File: src/sv/cdd_pkg.sv
// Shared constants, tag type and stencil tables for the central difference derivative.
package cdd_pkg;

    localparam int COUNT_BITS  = 4;
    localparam int COUNT_MAX   = 15;
    localparam int WEIGHT_BITS = 11;
    localparam int DEN_BITS    = 10;
    localparam int DIV_STEPS   = 4;
    localparam int RESULT_BITS = 32;
    localparam int STEP_BITS   = 24;
    localparam int STEP_SPLIT  = 12;
    localparam int FRAC_BITS   = 16;
    localparam int CFG_BITS    = 24;

    localparam logic [0:0] REG_STENCIL_ORDER = 1'b0;
    localparam logic [0:0] REG_INVERSE_STEP  = 1'b1;

    // travels alongside each beat through the arithmetic pipeline
    typedef struct packed {
        logic       valid;
        logic       has_result;
        logic       zero_out;
        logic       negative;
        logic [1:0] sel;
        logic [2:0] flush;
    } cdd_tag_t;

    function automatic logic signed [WEIGHT_BITS-1:0] stencil_weight(
        input logic [1:0] sel,
        input int unsigned tap
    );
        logic signed [WEIGHT_BITS-1:0] w;
        w = '0;
        case (sel)
            2'd0:
            begin
                if (tap == 0) w = 11'sd1;
            end
            2'd1:
            begin
                if (tap == 0) w = 11'sd8;
                else if (tap == 1) w = -11'sd1;
            end
            2'd2:
            begin
                if (tap == 0) w = 11'sd45;
                else if (tap == 1) w = -11'sd9;
                else if (tap == 2) w = 11'sd1;
            end
            default:
            begin
                if (tap == 0) w = 11'sd672;
                else if (tap == 1) w = -11'sd168;
                else if (tap == 2) w = 11'sd32;
                else if (tap == 3) w = -11'sd3;
            end
        endcase
        return w;
    endfunction

    function automatic logic [DEN_BITS-1:0] stencil_denom(input logic [1:0] sel);
        logic [DEN_BITS-1:0] d;
        unique case (sel)
            2'd0: d = 10'd2;
            2'd1: d = 10'd12;
            2'd2: d = 10'd60;
            2'd3: d = 10'd840;
            default: d = 10'd2;
        endcase
        return d;
    endfunction

endpackage

File: src/sv/cdd_tap_cell.sv
// One tap of the sample delay line; loads its upstream neighbor on each accepted beat.
module cdd_tap_cell import cdd_pkg::*; #(
    parameter int SAMPLE_BITS = 16
) (
    input  logic                          clk,
    input  logic                          rst_n,
    input  logic                          shift,
    input  logic signed [SAMPLE_BITS-1:0] upstream,
    output logic signed [SAMPLE_BITS-1:0] tap
);

    logic signed [SAMPLE_BITS-1:0] tap_reg;

    always_ff @(posedge clk or negedge rst_n)
    begin
        if (!rst_n)
        begin
            tap_reg <= '0;
        end
        else if (shift)
        begin
            tap_reg <= upstream;
        end
    end

    assign tap = tap_reg;

endmodule

File: config.mk
export PLATFORM = sky130hd
export DESIGN_NAME = cdd_tap_cell
export DESIGN_NICKNAME = d
export VERILOG_FILES = /design/src/sv/cdd_pkg.sv /design/src/sv/cdd_tap_cell.sv
export SDC_FILE = /design/constraint.sdc
export NUM_CORES = 1
export LEC_CHECK = 0
export BUFFER_PORTS_ARGS = -buffer_cell sky130_fd_sc_hd__buf_2
export CAP_MARGIN = 20
export CORE_MARGIN = 2
export CORE_UTILIZATION = 45
export DETAILED_ROUTE_END_ITERATION = 6
export GPL_TIMING_DRIVEN = 0
export PLACE_DENSITY = 0.88
export SLEW_MARGIN = 20
export SYNTH_ARGS = -nofsm -noshare
export SYNTH_HDL_FRONTEND = slang
export SYNTH_SLANG_ARGS = --single-unit
File: constraint.sdc
create_clock -name clk -period 2.4 [get_ports clk]
set_clock_uncertainty 0.05 [all_clocks]
set_input_delay 0.48 -clock clk [delete_from_list [all_inputs] [get_ports clk]]
set_output_delay 0.48 -clock clk [all_outputs]
set_load 0.05 [all_outputs]
# [Yosys cells after proc, flatten, opt, wreduce, memory -nomap -nowiden]
# Index checks and enable logic that the tools add are counted.
[word_totals] regBits=16

# [Longest topological paths before layout]
[logic_depth] ltp_word=0 depth_mapped=3 depth_no_buf=1

# [Worst setup path after synthesis]
# OpenSTA, ideal clock, no wires.
[synth_timing] kind="input-to-reg" start="in shift" end="reg tap_reg[10] (netlist: tap[10])" arrival_ns=1.016 cell_stages=3 path_buffers=2 required_ns=2.225 setup_slack_ns=1.208 setup_ns=0.125 cell_sequence="buf_6 > buf_12 > mux2_4"
[synth_rtl] item="start, declared" line="cdd_tap_cell.sv:7" rtl="input logic shift,"
[synth_rtl] item="end signal, assigned" line="cdd_tap_cell.sv:22" rtl="tap_reg <= upstream;"
[synth_rtl] item="end, declared" line="cdd_tap_cell.sv:12" rtl="logic signed [SAMPLE_BITS-1:0] tap_reg;"
# No word-level cell between the ends.

# [Final worst setup path]
[layout_timing] start="reg tap_reg[4] (netlist: tap[4])" end="out tap[4]"
[layout_rtl] item="end, declared" line="cdd_tap_cell.sv:9" rtl="output logic signed [SAMPLE_BITS-1:0] tap"
# No word-level cell between the ends.

==> impl_metrics.py <==
metrics = {
    "yosys": {
        "syn_nets": 53,
        "synth-seq-cells": 16,
        "yosysUniqueCellTypes": 5,
        "avgSynthCellArea_um2": 19.1,
        "yosysSeqAreaShare_pct": 61.7,
        "yosysTopAreaCell": "dfrtp_1",
        "synth_top_area_share_pct": 61.7,
        "post-synth-top-count-cell": "dfrtp_1",
        "synthFlopType": "dfrtp_1",
        "synth_area_leaders": "dfrtp_1 (62%), mux2_4 (23%), mux2_2 (10%)",
        "syn_area_um2": 649,
        "netlist_top_cells_count": "dfrtp_1 (16), mux2_4 (10), mux2_2 (6), buf_12 (1), buf_6 (1)",
        "async_flop_share_pct": 100,
        "synth_edf_count": 0,
        "syn_inst": 34,
        "yosys_warnings": 0,
    },
    "placement": {
        "post-place-ws_ns": 1.17,
        "dp_hpwl_um": 920,
        "gp_congestion": 0.730,
        "io_buffers": 33,
    },
    "pwr": {
        "ir_drop_mv": 0.549,
        "power_density_nw_per_um2": 778,
        "p_leak_nw": 0.459,
    },
    "timing": {
        "setup_viol": 0,
        "rsz0062_at_grt": "no",
        "min_period_ns": 1.44,
        "finalMaxSlewViolations": 0,
        "slew_headroom_pct": 77.6,
        "timing.final.ws_setup_ns": 0.957,
        "hold_ws_ns": 0.0384,
        "hold_violations": 0,
        "fmax_mhz": 693,
        "tns_ns": 0,
        "worstMarginPinSlew_ns": 0.337,
        "period_share_pct": 60.1,
    },
    "die": {
        "placementRows": 13,
        "core_um2": 1320,
        "die_h_um": 42.0,
        "ioPinCount": 35,
        "start_util_pct": 49.3,
        "die_area_um2": 1760,
        "fp.dieW_um": 42.0,
    },
    "global_routing": {
        "grt_max_degree": 17,
        "first_global_vias": 437,
        "overflow": 0,
        "antenna_found_initial": 0,
        "grt_usage_pct": 15.7,
        "grt_pass1_wl_mm": 2.01,
    },
    "layout": {
        "drive_gt1_share_pct": 77.5,
        "antenna_cells": 0,
        "layout.nets": 91,
        "area_growth_pct": 33.9,
        "largest_reg_flops": 16,
    },
    "setup_path": {
        "cp_slowest_cell": "dfrtp_1",
        "timing.rr.end": "tap[4]",
        "crit_chain": "buf_2",
        "r2r_slack_ns": 1.57,
        "cp.required_ns": 1.87,
        "critical_path.top_delay_family": "flip-flops",
        "path_buf_inv": 1,
        "r2r_start": "tap[4]",
        "end_kind": "primary output",
        "cp_max_fo": 2,
        "r2r_cells": 1,
        "slowest_delay_ns": 0.37,
        "arrival_ns": 0.91,
        "crit_type": "reg -> out",
        "start_kind": "flop",
    },
    "min_path": {
        "min_path_type": "in -> async",
    },
    "clocking": {
        "cts.sinks": 16,
        "clock_latency_ns": 0.28,
        "post_cts_buffers": 0,
        "postCtsHoldBufs": 0,
        "clockRootBuffer": "clkbuf_4",
        "htree_levels": 1,
        "ctsResizeCount": 0,
        "cts.clk_slew.worst_paths_ns": 0.09,
        "cts_buffers": 3,
        "cts_tree": "yes",
        "cts_buffer_depth": 2,
    },
    "route": {
        "ant_nets": 0,
        "wl_per_cell_um": 13.8,
        "drcViolationCount": 0,
        "wirelength_mm": 1.19,
        "first_iter_violations": 1,
        "avgViaCountPerCell": 4.85,
        "drt-pass1-iter-count": 3,
        "num_vias": 417,
    },
    "outcome": {
        "outcome": "finished clean",
    },
    "job": {
        "max-cap-violations": 0,
    },
}
routing by layer:
metal	vias up	GRT usage, %	part of all wire, %
met1	203	19.5	41
met4	0	3.87	0.59
met5	-	0	0
met2	18	24.7	51
met3	2	7.33	7.2
li1	194	-	-
cells by family after synthesis:
logic type | after synthesis | share of synthesized area, %
buffers and inverters | 2 | 4.82
DFF | 16 | 61.7
muxes | 16 | 33.5
area by class of cell:
| class | count | area (um2) |
|---|---|---|
| fill | 107 | 448 |
| sequential | 16 | 400 |
| multi-input combinational | 16 | 218 |
| timing repair buffer | 33 | 165 |
| clock buffer | 4 | 36.3 |
| buffer | 2 | 31.3 |
| tap | 15 | 18.8 |
metrics by stage:
| stage | utilization, % | total power, W | area [um2] | cells |
|---|---|---|---|---|
| after floorplan | - | 0.000460 | 649 | 34 |
| after global placement | 63.2 | 0.000510 | 833 | 82 |
| after detailed placement | 63.2 | 0.000515 | 833 | 82 |
| after CTS | 66.0 | 0.000689 | 870 | 86 |
| after global routing | 66.0 | 0.000708 | 870 | 86 |
| final | 66.0 | 0.000677 | 870 | 86 |
report_power, final:
group	switching (W)	internal, W	total [W]
clock network	0.0000769	0.0000922	0.000169
logic	0.000132	0.0000666	0.000198
registers	0.0000133	0.000296	0.000310
how the worst max path moves through the flow:
stage                        from  endpoint  slack [ns]  cells past startpoint
after floorplan             shift   tap[10]        1.21                      3
after global placement      shift    tap[4]        1.18                      3
after detailed placement    shift    tap[4]        1.17                      3
after CTS                 tap[10]   tap[10]        0.94                      1
after global routing       tap[4]    tap[4]        0.91                      1
final                      tap[4]    tap[4]        0.96                      1
placed cells by master, fill, tap and decap left out, drive strengths merged:
master	count
buf	35
dfrtp	16
mux2	16
clkbuf	4
No activity file was read; power rests on OpenSTA's default activity.
