==> src/sv/cdd_pkg.sv <==
// Shared constants, tag type and stencil tables for the central difference derivative.
package cdd_pkg;

    localparam int COUNT_BITS  = 4;
    localparam int COUNT_MAX   = 15;
    localparam int WEIGHT_BITS = 11;
    localparam int DEN_BITS    = 10;
    localparam int DIV_STEPS   = 4;
    localparam int RESULT_BITS = 32;
    localparam int STEP_BITS   = 24;
    localparam int STEP_SPLIT  = 12;
    localparam int FRAC_BITS   = 16;
    localparam int CFG_BITS    = 24;

    localparam logic [0:0] REG_STENCIL_ORDER = 1'b0;
    localparam logic [0:0] REG_INVERSE_STEP  = 1'b1;

    // travels alongside each beat through the arithmetic pipeline
    typedef struct packed {
        logic       valid;
        logic       has_result;
        logic       zero_out;
        logic       negative;
        logic [1:0] sel;
        logic [2:0] flush;
    } cdd_tag_t;

    function automatic logic signed [WEIGHT_BITS-1:0] stencil_weight(
        input logic [1:0] sel,
        input int unsigned tap
    );
        logic signed [WEIGHT_BITS-1:0] w;
        w = '0;
        case (sel)
            2'd0:
            begin
                if (tap == 0) w = 11'sd1;
            end
            2'd1:
            begin
                if (tap == 0) w = 11'sd8;
                else if (tap == 1) w = -11'sd1;
            end
            2'd2:
            begin
                if (tap == 0) w = 11'sd45;
                else if (tap == 1) w = -11'sd9;
                else if (tap == 2) w = 11'sd1;
            end
            default:
            begin
                if (tap == 0) w = 11'sd672;
                else if (tap == 1) w = -11'sd168;
                else if (tap == 2) w = 11'sd32;
                else if (tap == 3) w = -11'sd3;
            end
        endcase
        return w;
    endfunction

    function automatic logic [DEN_BITS-1:0] stencil_denom(input logic [1:0] sel);
        logic [DEN_BITS-1:0] d;
        unique case (sel)
            2'd0: d = 10'd2;
            2'd1: d = 10'd12;
            2'd2: d = 10'd60;
            2'd3: d = 10'd840;
            default: d = 10'd2;
        endcase
        return d;
    endfunction

endpackage

==> src/sv/cdd_out_if.sv <==
// Result channel: valid/ready handshake carrying one derivative result per beat.
interface cdd_out_if;
    logic               valid;
    logic               ready;
    logic signed [31:0] derivative_value;
    logic               edge_zero;
    logic               saturated;
    logic               last_of_record;

    modport source (output valid, output derivative_value, output edge_zero,
                    output saturated, output last_of_record, input ready);
    modport sink   (input valid, input derivative_value, input edge_zero,
                    input saturated, input last_of_record, output ready);
endinterface

==> src/sv/cdd_emitter.sv <==
// Result sequencer: saturates the quotient, then emits the regular result and
// any trailing edge zeros one beat at a time through an output register.
module cdd_emitter import cdd_pkg::*; #(
    parameter int QW = 36
) (
    input  logic          clk,
    input  logic          rst_n,
    input  logic [QW-1:0] quotient,
    input  cdd_tag_t      tag,
    output logic          advance,
    cdd_out_if.source     results
);

    logic                          pend_res_reg;
    logic                          pend_res_next;
    logic [2:0]                    pend_flush_reg;
    logic [2:0]                    pend_flush_next;
    logic signed [RESULT_BITS-1:0] pend_val_reg;
    logic signed [RESULT_BITS-1:0] pend_val_next;
    logic                          pend_zero_reg;
    logic                          pend_zero_next;
    logic                          pend_sat_reg;
    logic                          pend_sat_next;

    logic                          out_valid_reg;
    logic                          out_valid_next;
    logic signed [RESULT_BITS-1:0] out_val_reg;
    logic signed [RESULT_BITS-1:0] out_val_next;
    logic                          out_zero_reg;
    logic                          out_zero_next;
    logic                          out_sat_reg;
    logic                          out_sat_next;
    logic                          out_last_reg;
    logic                          out_last_next;

    logic out_free;
    logic emit_res;
    logic emit_flush;
    logic pending_one;
    logic sat_pos;
    logic sat_neg;

    always_comb
    begin
        out_free    = !out_valid_reg || results.ready;
        emit_res    = out_free && pend_res_reg;
        emit_flush  = out_free && !pend_res_reg && (pend_flush_reg != 3'd0);
        pending_one = (({2'b00, pend_res_reg} + pend_flush_reg) == 3'd1);
        advance     = (!pend_res_reg && (pend_flush_reg == 3'd0)) || (out_free && pending_one);
    end

    // magnitude limits: +2^31-1 and -2^31
    assign sat_pos = |quotient[QW-1:31];
    assign sat_neg = (|quotient[QW-1:32]) || (quotient[31] && (|quotient[30:0]));

    always_comb
    begin
        pend_res_next   = pend_res_reg;
        pend_flush_next = pend_flush_reg;
        pend_val_next   = pend_val_reg;
        pend_zero_next  = pend_zero_reg;
        pend_sat_next   = pend_sat_reg;
        if (advance)
        begin
            pend_res_next   = tag.valid && tag.has_result;
            pend_flush_next = tag.valid ? tag.flush : 3'd0;
            pend_zero_next  = tag.zero_out;
            if (tag.zero_out)
            begin
                pend_val_next = '0;
                pend_sat_next = 1'b0;
            end
            else if (tag.negative)
            begin
                pend_sat_next = sat_neg;
                pend_val_next = sat_neg ? 32'sh8000_0000 : -$signed(quotient[31:0]);
            end
            else
            begin
                pend_sat_next = sat_pos;
                pend_val_next = sat_pos ? 32'sh7FFF_FFFF : $signed(quotient[31:0]);
            end
        end
        else if (emit_res)
        begin
            pend_res_next = 1'b0;
        end
        else if (emit_flush)
        begin
            pend_flush_next = pend_flush_reg - 3'd1;
        end
    end

    always_comb
    begin
        out_valid_next = out_valid_reg;
        out_val_next   = out_val_reg;
        out_zero_next  = out_zero_reg;
        out_sat_next   = out_sat_reg;
        out_last_next  = out_last_reg;
        if (out_free)
        begin
            out_valid_next = emit_res || emit_flush;
            if (emit_res)
            begin
                out_val_next  = pend_val_reg;
                out_zero_next = pend_zero_reg;
                out_sat_next  = pend_sat_reg;
                out_last_next = 1'b0;
            end
            else
            begin
                out_val_next  = '0;
                out_zero_next = 1'b1;
                out_sat_next  = 1'b0;
                out_last_next = (pend_flush_reg == 3'd1);
            end
        end
    end

    always_ff @(posedge clk or negedge rst_n)
    begin
        if (!rst_n)
        begin
            pend_res_reg   <= 1'b0;
            pend_flush_reg <= 3'd0;
            out_valid_reg  <= 1'b0;
        end
        else
        begin
            pend_res_reg   <= pend_res_next;
            pend_flush_reg <= pend_flush_next;
            out_valid_reg  <= out_valid_next;
        end
    end

    always_ff @(posedge clk)
    begin
        pend_val_reg  <= pend_val_next;
        pend_zero_reg <= pend_zero_next;
        pend_sat_reg  <= pend_sat_next;
        out_val_reg   <= out_val_next;
        out_zero_reg  <= out_zero_next;
        out_sat_reg   <= out_sat_next;
        out_last_reg  <= out_last_next;
    end

    assign results.valid            = out_valid_reg;
    assign results.derivative_value = out_val_reg;
    assign results.edge_zero        = out_zero_reg;
    assign results.saturated        = out_sat_reg;
    assign results.last_of_record   = out_last_reg;

endmodule
==> src/flat_wrapper.sv <==
// flat-port wrapper written by rule: the top's interface ports become plain ports
module cdd_emitter_flat import cdd_pkg::*;
#(
    parameter int QW = 36
)
  (clk, rst_n, quotient, tag, advance, results_valid, results_derivative_value, results_edge_zero, results_saturated, results_last_of_record, results_ready);
  cdd_out_if results_i ();
  input  logic clk;
  input  logic rst_n;
  input  logic [QW-1:0] quotient;
  input  cdd_tag_t tag;
  output logic advance;
  output wire logic [$bits(results_i.valid)-1:0] results_valid;
  output wire logic [$bits(results_i.derivative_value)-1:0] results_derivative_value;
  output wire logic [$bits(results_i.edge_zero)-1:0] results_edge_zero;
  output wire logic [$bits(results_i.saturated)-1:0] results_saturated;
  output wire logic [$bits(results_i.last_of_record)-1:0] results_last_of_record;
  input wire logic [$bits(results_i.ready)-1:0] results_ready;
  assign results_valid = results_i.valid;
  assign results_derivative_value = results_i.derivative_value;
  assign results_edge_zero = results_i.edge_zero;
  assign results_saturated = results_i.saturated;
  assign results_last_of_record = results_i.last_of_record;
  assign results_i.ready = results_ready;
  cdd_emitter #(.QW(QW)) u_core (.clk(clk), .rst_n(rst_n), .quotient(quotient), .tag(tag), .advance(advance), .results(results_i));
endmodule
==> config.mk <==
export PLATFORM = sky130hd
export DESIGN_NAME = cdd_emitter_flat
export DESIGN_NICKNAME = d
export VERILOG_FILES = /design/src/sv/cdd_pkg.sv /design/src/sv/cdd_out_if.sv /design/src/sv/cdd_emitter.sv /design/src/flat_wrapper.sv
export SDC_FILE = /design/constraint.sdc
export NUM_CORES = 1
export LEC_CHECK = 0
export BUFFER_PORTS_ARGS = -buffer_cell sky130_fd_sc_hd__buf_4
export CORE_MARGIN = 3
export CORE_UTILIZATION = 25
export CTS_CLUSTER_SIZE = 24
export DETAILED_ROUTE_END_ITERATION = 8
export MAX_ROUTING_LAYER = met4
export PLACE_DENSITY = 0.54
export SYNTH_ARGS = -nofsm -noshare
export SYNTH_HDL_FRONTEND = slang
export SYNTH_SLANG_ARGS = --single-unit
==> constraint.sdc <==
create_clock -name clk -period 2.8 [get_ports clk]
set_input_delay 0.56 -clock clk [delete_from_list [all_inputs] [get_ports clk]]
set_output_delay 0.56 -clock clk [all_outputs]
set_load 0.03 [all_outputs]
# [Word-level counts from Yosys, hierarchy flattened]
# Index checks and enable logic that the tools add are counted.
[op_classes] eq_ne=3 n_addsub=3 n_mux=10 reduce_logical=21
[op_table] cell="$mux 32" n=3
[op_table] cell="$neg 32->32" n=1
[op_table] cell="$reduce_or 31->1" n=1
[op_table] cell="$mux 3" n=4
[op_table] cell="$logic_and 1x1->1" n=7
[op_table] cell="$eq 3x1->1 const B" n=2
[op_table] cell="$reduce_or 5->1" n=1
[op_table] cell="$logic_or 1x1->1" n=4
[op_table] cell="$reduce_bool 2->1" n=2
[op_table] cell="$reduce_or 4->1" n=1
[op_table] cell="$add 1x3->3" n=1
[op_table] cell="$logic_not 3->1" n=1
[op_table] cell="$mux 1" n=3
[op_table] cell="$reduce_bool 3->1" n=1
[op_table] cell="$sub 3x1->3 const B" n=1
[op_table] cell="$logic_not 1->1" n=2
[op_table] cell="$ne 2x2->1 const B" n=1
[op_table] cell="$reduce_and 2->1" n=1
[totals] reg_bits=74 output_inout_bits=37

# [Depth between registers and ports, before layout]
# Gate-level depths: netlist of run 1.
[logic_depth] word_depth=7 depth_mapped=9

# [Least setup slack after synthesis of run 1]
# OpenSTA, ideal clock, no wires.
[synth_timing] path_kind="flip-flop to output port" start="register u_core.pend_flush_reg[0]" end="output port advance" required_time_ns=2.240 t_arrival_ns=2.150 path_buffers=0 path_stages_with_launch=7 setup_slack_ns=0.090 path_cell_list="dfrtp_1 ha_1 ha_1 xor2_1 nor4b_1 nor2_1 inv_1"
[synth_between] elab_chain_len=4 elab_cells_between_ends=6 classes_between="1 x add/sub; 1 x eq/ne; 4 x reduce/logical"
[synth_rtl] element="from (decl)" line_no="cdd_emitter.sv:16" rtl="logic [2:0] pend_flush_reg;"
[synth_rtl] element="from (signal assigned)" line_no="cdd_emitter.sv:132" rtl="pend_flush_reg <= pend_flush_next;"
[synth_rtl] element="$add 1x3->3" line_no="cdd_emitter.sv:48" rtl="pending_one = (({2'b00, pend_res_reg} + pend_flush_reg) == 3'd1);"
[synth_rtl] element="$eq 3x1->1" line_no="cdd_emitter.sv:48"
[synth_rtl] element="$logic_and 1x1->1" line_no="cdd_emitter.sv:49" rtl="advance = (!pend_res_reg && (pend_flush_reg == 3'd0)) || (out_free && pending_one);"
[synth_rtl] element="$logic_or 1x1->1 (*)" line_no="cdd_emitter.sv:49"
[synth_rtl] element="to (decl)" line_no="flat_wrapper.sv:12" rtl="output logic advance;"
# Mark *: on every way between the ends. The rest lies on a longest branch, timed or not.

# [Worst setup path after layout of run 1]
# Ends and elaborated chain as after synthesis.

==> summary.txt, run 1 <==
Power
  – Lkg Pwr: 0.00206 uW
  – Maximum VDD drop: 373 uV
  – Power per cell area: 857 mW/mm2
  – Final Power: 4370 uW

Floorplan
  – Die Footprint: 0.0171 mm2
  – Die width: 131 um
  – Core area: 0.0149 mm2
  – Die H: 131 um
  – Row count: 44
  – Initial Utilization: 0.261
  – I/O pins: 85

Route
  – Vias per Instance: 4.86
  – Post-DR wirelength/cell: 15.5 um
  – Final routed DRC violation total: 0
  – DR vias: 3,088
  – Final antenna-violating net count: 0
  – WL final: 9.82 mm
  – Initial DRC count: 252
  – TritonRoute pass-1 iters: 4

STA
  – Clock Skews: 3.83 ps
  – Pins Over Slew Limit: 0
  – Worst slew pin tran: 986 ps
  – Slew headroom: 0.342
  – Min Tclk post-route: 2590 ps
  – # setup viols final: 0
  – Fmax: 0.386 GHz
  – Crit share post-route: 0.926
  – Hold Fails Final Rpt: 0
  – PnR worst setup slack: 206 ps
  – RSZ-0062 raised after global routing: false
  – Final setup TNS: 0 ps

Worst setup path
  – CP max FO: 6
  – WP data arrival: 2030 ps
  – Crit Path Category: register to output pin
  – Worst Setup Start Kind: register
  – Crit path capture type: output pin
  – Critical path data required time: 2240 ps

Finish
  – Share of cells above drive strength 1: 0.290
  – Multi-input gate area: 0.00153 mm2
  – Sequential cell area: 0.00220 mm2
  – N_diodes: 0
  – FILL cells: 1,513
  – Util after Layout: 0.343
  – Synth-to-layout area growth: 31.5%
  – Nets: 500

GRT
  – Vias in the first global route: 3,104
  – Largest net degree at the start of global routing: 64
  – First-pass GRT wire length: 15.8 mm
  – GRT Total Usage: 0.123
  – Initial antenna violation count: 0
  – Gr ovfl total: 0

CTS
  – CTS max path bufs: 2
  – H-tree depth: 3
  – PostCTS Resize Cnt: 0
  – Num CTS Buffers: 9
  – Clock latency on the worst-skew pair: 320 ps
  – CTS tree: built
  – Clock transition at path regs: 50 ps
  – Post-CTS Setup Bufs: 0
  – Hold_buf cts: 0
  – Clock Sinks: 74
  – CTS Root Cell: clkbuf_16

Run
  – Max cap viols: 0

Placement
  – Pre-CTS setup slack: 22.3 ps
  – DP HPWL: 7.29 mm
  – GPL Wtd Cong: 0.829
  – Port Buffers: 82

Synth
  – Ys Warns: 0
  – Synth Flop Type: edfxtp_1
  – Mapped Cells: 355
  – Synth Net Count: 409
  – Synthesized flop and latch total: 74
  – Synth cell types: 55
  – Post-synth EDFFs: 69
  – Sequential share of the synthesized area: 0.566
  – Async set or reset register ratio after synthesis: 0.0676
  – Synth Area per Inst: 10.9 um2
  – Mapped Area: 0.00388 mm2

Min path
  – Min-Delay Path Class: input pin to asynchronous set/reset pin

Run status
  – Status: complete, no violations
==> synthesized netlist by cell type (2+ instances only) <==
| cell | count | share of area |
|---|---|---|
| mux2i_1 | 4 | 0.010 |
| inv_1 | 10 | 0.0097 |
| clkbuf_1 | 22 | 0.021 |
| and2_1 | 2 | 0.0032 |
| nand4_1 | 8 | 0.013 |
| xor2_1 | 2 | 0.0045 |
| o21ai_0 | 2 | 0.0026 |
| nand2_1 | 23 | 0.022 |
| buf_6 | 2 | 0.0058 |
| a21oi_1 | 31 | 0.040 |
| dfrtp_1 | 5 | 0.032 |
| nand3b_1 | 2 | 0.0039 |
| edfxtp_1 | 69 | 0.53 |
| nor3b_1 | 2 | 0.0039 |
| or3_1 | 5 | 0.0081 |
| and3_1 | 33 | 0.053 |
| ha_1 | 6 | 0.019 |
| nor2_1 | 33 | 0.032 |
| nand2b_1 | 5 | 0.0081 |
| o22ai_1 | 4 | 0.0064 |
| nand3_1 | 15 | 0.019 |
| nor4_1 | 7 | 0.011 |
| a311oi_1 | 9 | 0.020 |
| nor3_1 | 14 | 0.018 |
| a311oi_2 | 2 | 0.0077 |
| or4_1 | 4 | 0.0077 |
| a211oi_1 | 6 | 0.012 |
==> power breakdown <==
| group | switching, uW | internal [uW] |
|---|---|---|
| Clock | 417 | 773 |
| Sequential | 115 | 1780 |
| Combinational | 864 | 418 |
| Total | 1400 | 2970 |
==> layout by cell type (no fill, tap or decap), drive strengths merged, types with 3 or more instances in the layout <==
master,netlist,final
a211oi,7,7
a21oi,31,31
a311oi,11,11
and3,33,33
buf,3,105
clkbuf,22,10
clkinv,0,3
dfrtp,5,5
edfxtp,69,69
ha,6,6
inv,10,10
mux2i,4,4
nand2,23,23
nand2b,5,5
nand3,15,15
nand4,9,9
nor2,34,34
nor3,15,15
nor4,9,9
o22ai,4,4
or3,5,5
or4,5,5
==> routing by layer <==
metal	up-vias	GRT usage	wire length (um)
met5	-	-	0
met4	0	0.0502	229
met3	14	0.0264	478
met2	90	0.193	4770
met1	1431	0.154	4340
li1	1553	-	-
==> layout make-up <==
type,instances,area share
Clock buffer,10,0.0449
Clock inverter,6,0.0159
Inverter,10,0.00736
Multi-Input combinational cell,246,0.299
Sequential cell,74,0.431
Tap cell,184,0.0451
Timing Repair Buffer,105,0.157
==> critical path, stage by stage, from the launching register on <==
cell and delay, ps:
dfrtp_1 410, ha_1 220, ha_1 190, xor2_1 160, nor4b_1 260, nor2_1 160, inv_1 130, buf_4 170
==> worst paths after layout <==
check	from	endpoint	slack, ps	cells past startpoint
worst max-delay path	u_core.pend_flush_reg[0]	advance	210	7
worst min-delay path	rst_n	u_core.results.valid	30	1
worst max register to register	u_core.pend_flush_reg[0]	u_core.pend_val_reg[15]	470	7
worst min register to register	u_core.pend_val_reg[31]	u_core.results.derivative_value[31]	540	1
max in group asynchronous	rst_n	u_core.pend_flush_reg[1]	2660	1
min in group clk	tag[7]	u_core.pend_res_reg	490	2
==> kinds of logic after synthesis <==
group           count (synthesis)  share of synthesized area
compound gates                 69                      0.124
xor+xnor                        3                    0.00677
fa+ha+maj                       6                     0.0193
buf+inv                        35                     0.0406
flops                          74                      0.566
mux                             4                     0.0103
simple gates                  164                      0.233
==> stage by stage <==
stage / cell area [um2] / hold WS, ps / cells
2_1_floorplan: 3880 / 264 / 355
3_3_place_gp: 4790 / 364 / 619
3_5_place_dp: 4790 / 367 / 619
4_1_cts: 5100 / 13.7 / 635
5_1_grt: 5100 / 19.4 / 635
6_report: 5100 / 29.2 / 635
Note: power is estimated with default switching activity, not from simulation.
==> run 2: changes to the inputs <==
--- a/config.mk
+++ b/config.mk
@@ -7,11 +7,12 @@
 export LEC_CHECK = 0
 export BUFFER_PORTS_ARGS = -buffer_cell sky130_fd_sc_hd__buf_4
 export CORE_MARGIN = 3
-export CORE_UTILIZATION = 25
+export CORE_UTILIZATION = 54
+export CTS_CLUSTER_DIAMETER = 60
 export CTS_CLUSTER_SIZE = 24
 export DETAILED_ROUTE_END_ITERATION = 8
 export MAX_ROUTING_LAYER = met4
-export PLACE_DENSITY = 0.54
+export PLACE_DENSITY = 0.9
 export SYNTH_ARGS = -nofsm -noshare
 export SYNTH_HDL_FRONTEND = slang
 export SYNTH_SLANG_ARGS = --single-unit
==> summary.txt, run 2 (synthesis gave the netlist of run 1 again) <==
Worst setup path
  – Crit Path Category: register to output pin
  – Critical path data required time: 2240 ps (about the same)
  – Worst Setup Start Kind: register
  – WP data arrival: 2050 ps (+20 ps)
  – CP max FO: 6 (unchanged)
  – Crit path capture type: output pin

GRT
  – Initial antenna violation count: 0 (unchanged)
  – Gr ovfl total: 0 (unchanged)
  – First-pass GRT wire length: 14.9 mm (-5.8%)
  – Vias in the first global route: 3,088 (-0.52%)
  – Largest net degree at the start of global routing: 67 (+4.7%)
  – GRT Total Usage: 0.232 (+0.109)

Run status
  – Status: complete, no violations

STA
  – RSZ-0062 raised after global routing: false
  – PnR worst setup slack: 188 ps (-18.0 ps)
  – Hold Fails Final Rpt: 0 (unchanged)
  – Slew headroom: 0.317 (-0.0251)
  – Worst slew pin tran: 1020 ps (+37.6 ps)
  – Pins Over Slew Limit: 0 (unchanged)
  – Fmax: 0.383 GHz (-0.69%)
  – Clock Skews: 8.23 ps (+4.41 ps)
  – Crit share post-route: 0.933 (+0.00641)
  – Min Tclk post-route: 2610 ps (+18.0 ps)
  – # setup viols final: 0 (unchanged)

Route
  – Final antenna-violating net count: 0 (unchanged)
  – Vias per Instance: 6.02 (+24%)
  – TritonRoute pass-1 iters: 8 (+4)
  – Final routed DRC violation total: 0 (unchanged)
  – WL final: 9.24 mm (-5.9%)
  – Initial DRC count: 375 (+49%)
  – DR vias: 3,304 (+7.0%)
  – Post-DR wirelength/cell: 16.8 um (+8.8%)

Power
  – Power per cell area: 810 mW/mm2 (-5.5%)
  – Lkg Pwr: 0.00200 uW (-2.9%)
  – Final Power: 3930 uW (-10%)
  – Maximum VDD drop: 304 uV (-19%)

Floorplan
  – Core area: 0.00687 mm2 (-54%)
  – Die Footprint: 0.00824 mm2 (-52%)
  – Initial Utilization: 0.565 (+0.304)
  – Row count: 30 (-32%)
  – Die H: 90.8 um (-30%)
  – I/O pins: 85 (unchanged)
  – Die width: 90.8 um (-30%)

Finish
  – Share of cells above drive strength 1: 0.291 (+0.000925)
  – Multi-input gate area: 0.00153 mm2 (+0.57%)
  – N_diodes: 0 (unchanged)
  – Util after Layout: 0.706 (+0.363)
  – FILL cells: 500 (-67%)
  – Most common cell after layout, fill and taps aside: buf_4
  – Non-Filler Instances: 549 (-14%)
  – Nets: 502 (+0.40%)
  – Sequential cell area: 0.00220 mm2 (unchanged)
  – Synth-to-layout area growth: 25.0%
  – Most frequent cells in the layout: buf_4 (106), edfxtp_1 (69), and3_1 (33)

Placement
  – DP HPWL: 6.49 mm (-11%)
  – Pre-CTS setup slack: -8.40 ps (-30.7 ps)
  – Port Buffers: 82 (unchanged)
  – Cells after DPL: 532 (-14%)
  – GPL Wtd Cong: 0.900 (+8.5%)

Min path
  – Min-Delay Path Class: input pin to register

CTS
  – H-tree depth: 3 (unchanged)
  – Num CTS Buffers: 9 (unchanged)
  – CTS Root Cell: clkbuf_8
  – Clock Sinks: 74 (unchanged)
  – Clock latency on the worst-skew pair: 340 ps (+20 ps)
  – Clock transition at path regs: 70 ps (+20 ps)
  – CTS tree: built
  – Post-CTS Setup Bufs: 0 (unchanged)
  – CTS max path bufs: 2 (unchanged)

Run
  – Max cap viols: 0 (unchanged)
==> run 2: area by class of cell <==
type / count / area share
Clock buffer: 12 / 0.0279
Inverter: 10 / 0.00774
Tap cell: 96 / 0.0248
Multi-Input combinational cell: 246 / 0.316
Timing Repair Buffer: 107 / 0.166
Clock inverter: 4 / 0.00387
Sequential cell: 74 / 0.453
==> run 2: where the power goes <==
group          switching, uW  internal [uW]  total [uW]
combinational            895            444        1340
sequential               123           1780        1900
clock                    371            315         686
total                   1390           2540        3930
==> run 2: worst paths after layout <==
path | depth (start not counted) | startpoint | slack, ps | end
worst max-delay path | 7 | u_core.pend_flush_reg[0] | 190 | advance
worst min-delay path | 2 | tag[7] | 480 | u_core.pend_res_reg
worst max register to register | 7 | u_core.pend_flush_reg[0] | 620 | u_core.pend_val_reg[25]
worst min register to register | 1 | u_core.pend_val_reg[25] | 550 | u_core.results.derivative_value[25]
max in group asynchronous | 2 | rst_n | 2080 | u_core.pend_flush_reg[2]
min in group asynchronous | 2 | rst_n | 610 | u_core.pend_res_reg
==> run 2: timing repair <==
action	4_1_cts	5_1_grt
hold buffers	1	0
endpoints found under the setup margin	0	1
resized for setup	0	2
hold endpoints to repair	1	0
==> run 2: critical path: stages, from the launching register on <==
cell and delay, ps:
dfrtp_1 410, ha_1 210, ha_1 200, xor2_1 170
nor4b_2 260, nor2_2 120, inv_1 160, buf_4 180
==> run 2: routing by layer <==
layer / vias up / track usage / wire length (um)
li1: 1558 / - / -
met1: 1516 / 0.290 / 3630
met2: 196 / 0.385 / 4610
met3: 34 / 0.0283 / 738
met4: 0 / 0.0931 / 259
met5: - / - / 0
==> run 2: metrics by stage <==
step	TNS (ps)	hold slack [ps]	area [um2]
after global routing	0	483	4850
after global placement	0	364	4680
after detailed placement	-15.8	366	4680
after CTS	0	470	4840
final	0	479	4850
after floorplan	0	264	3880
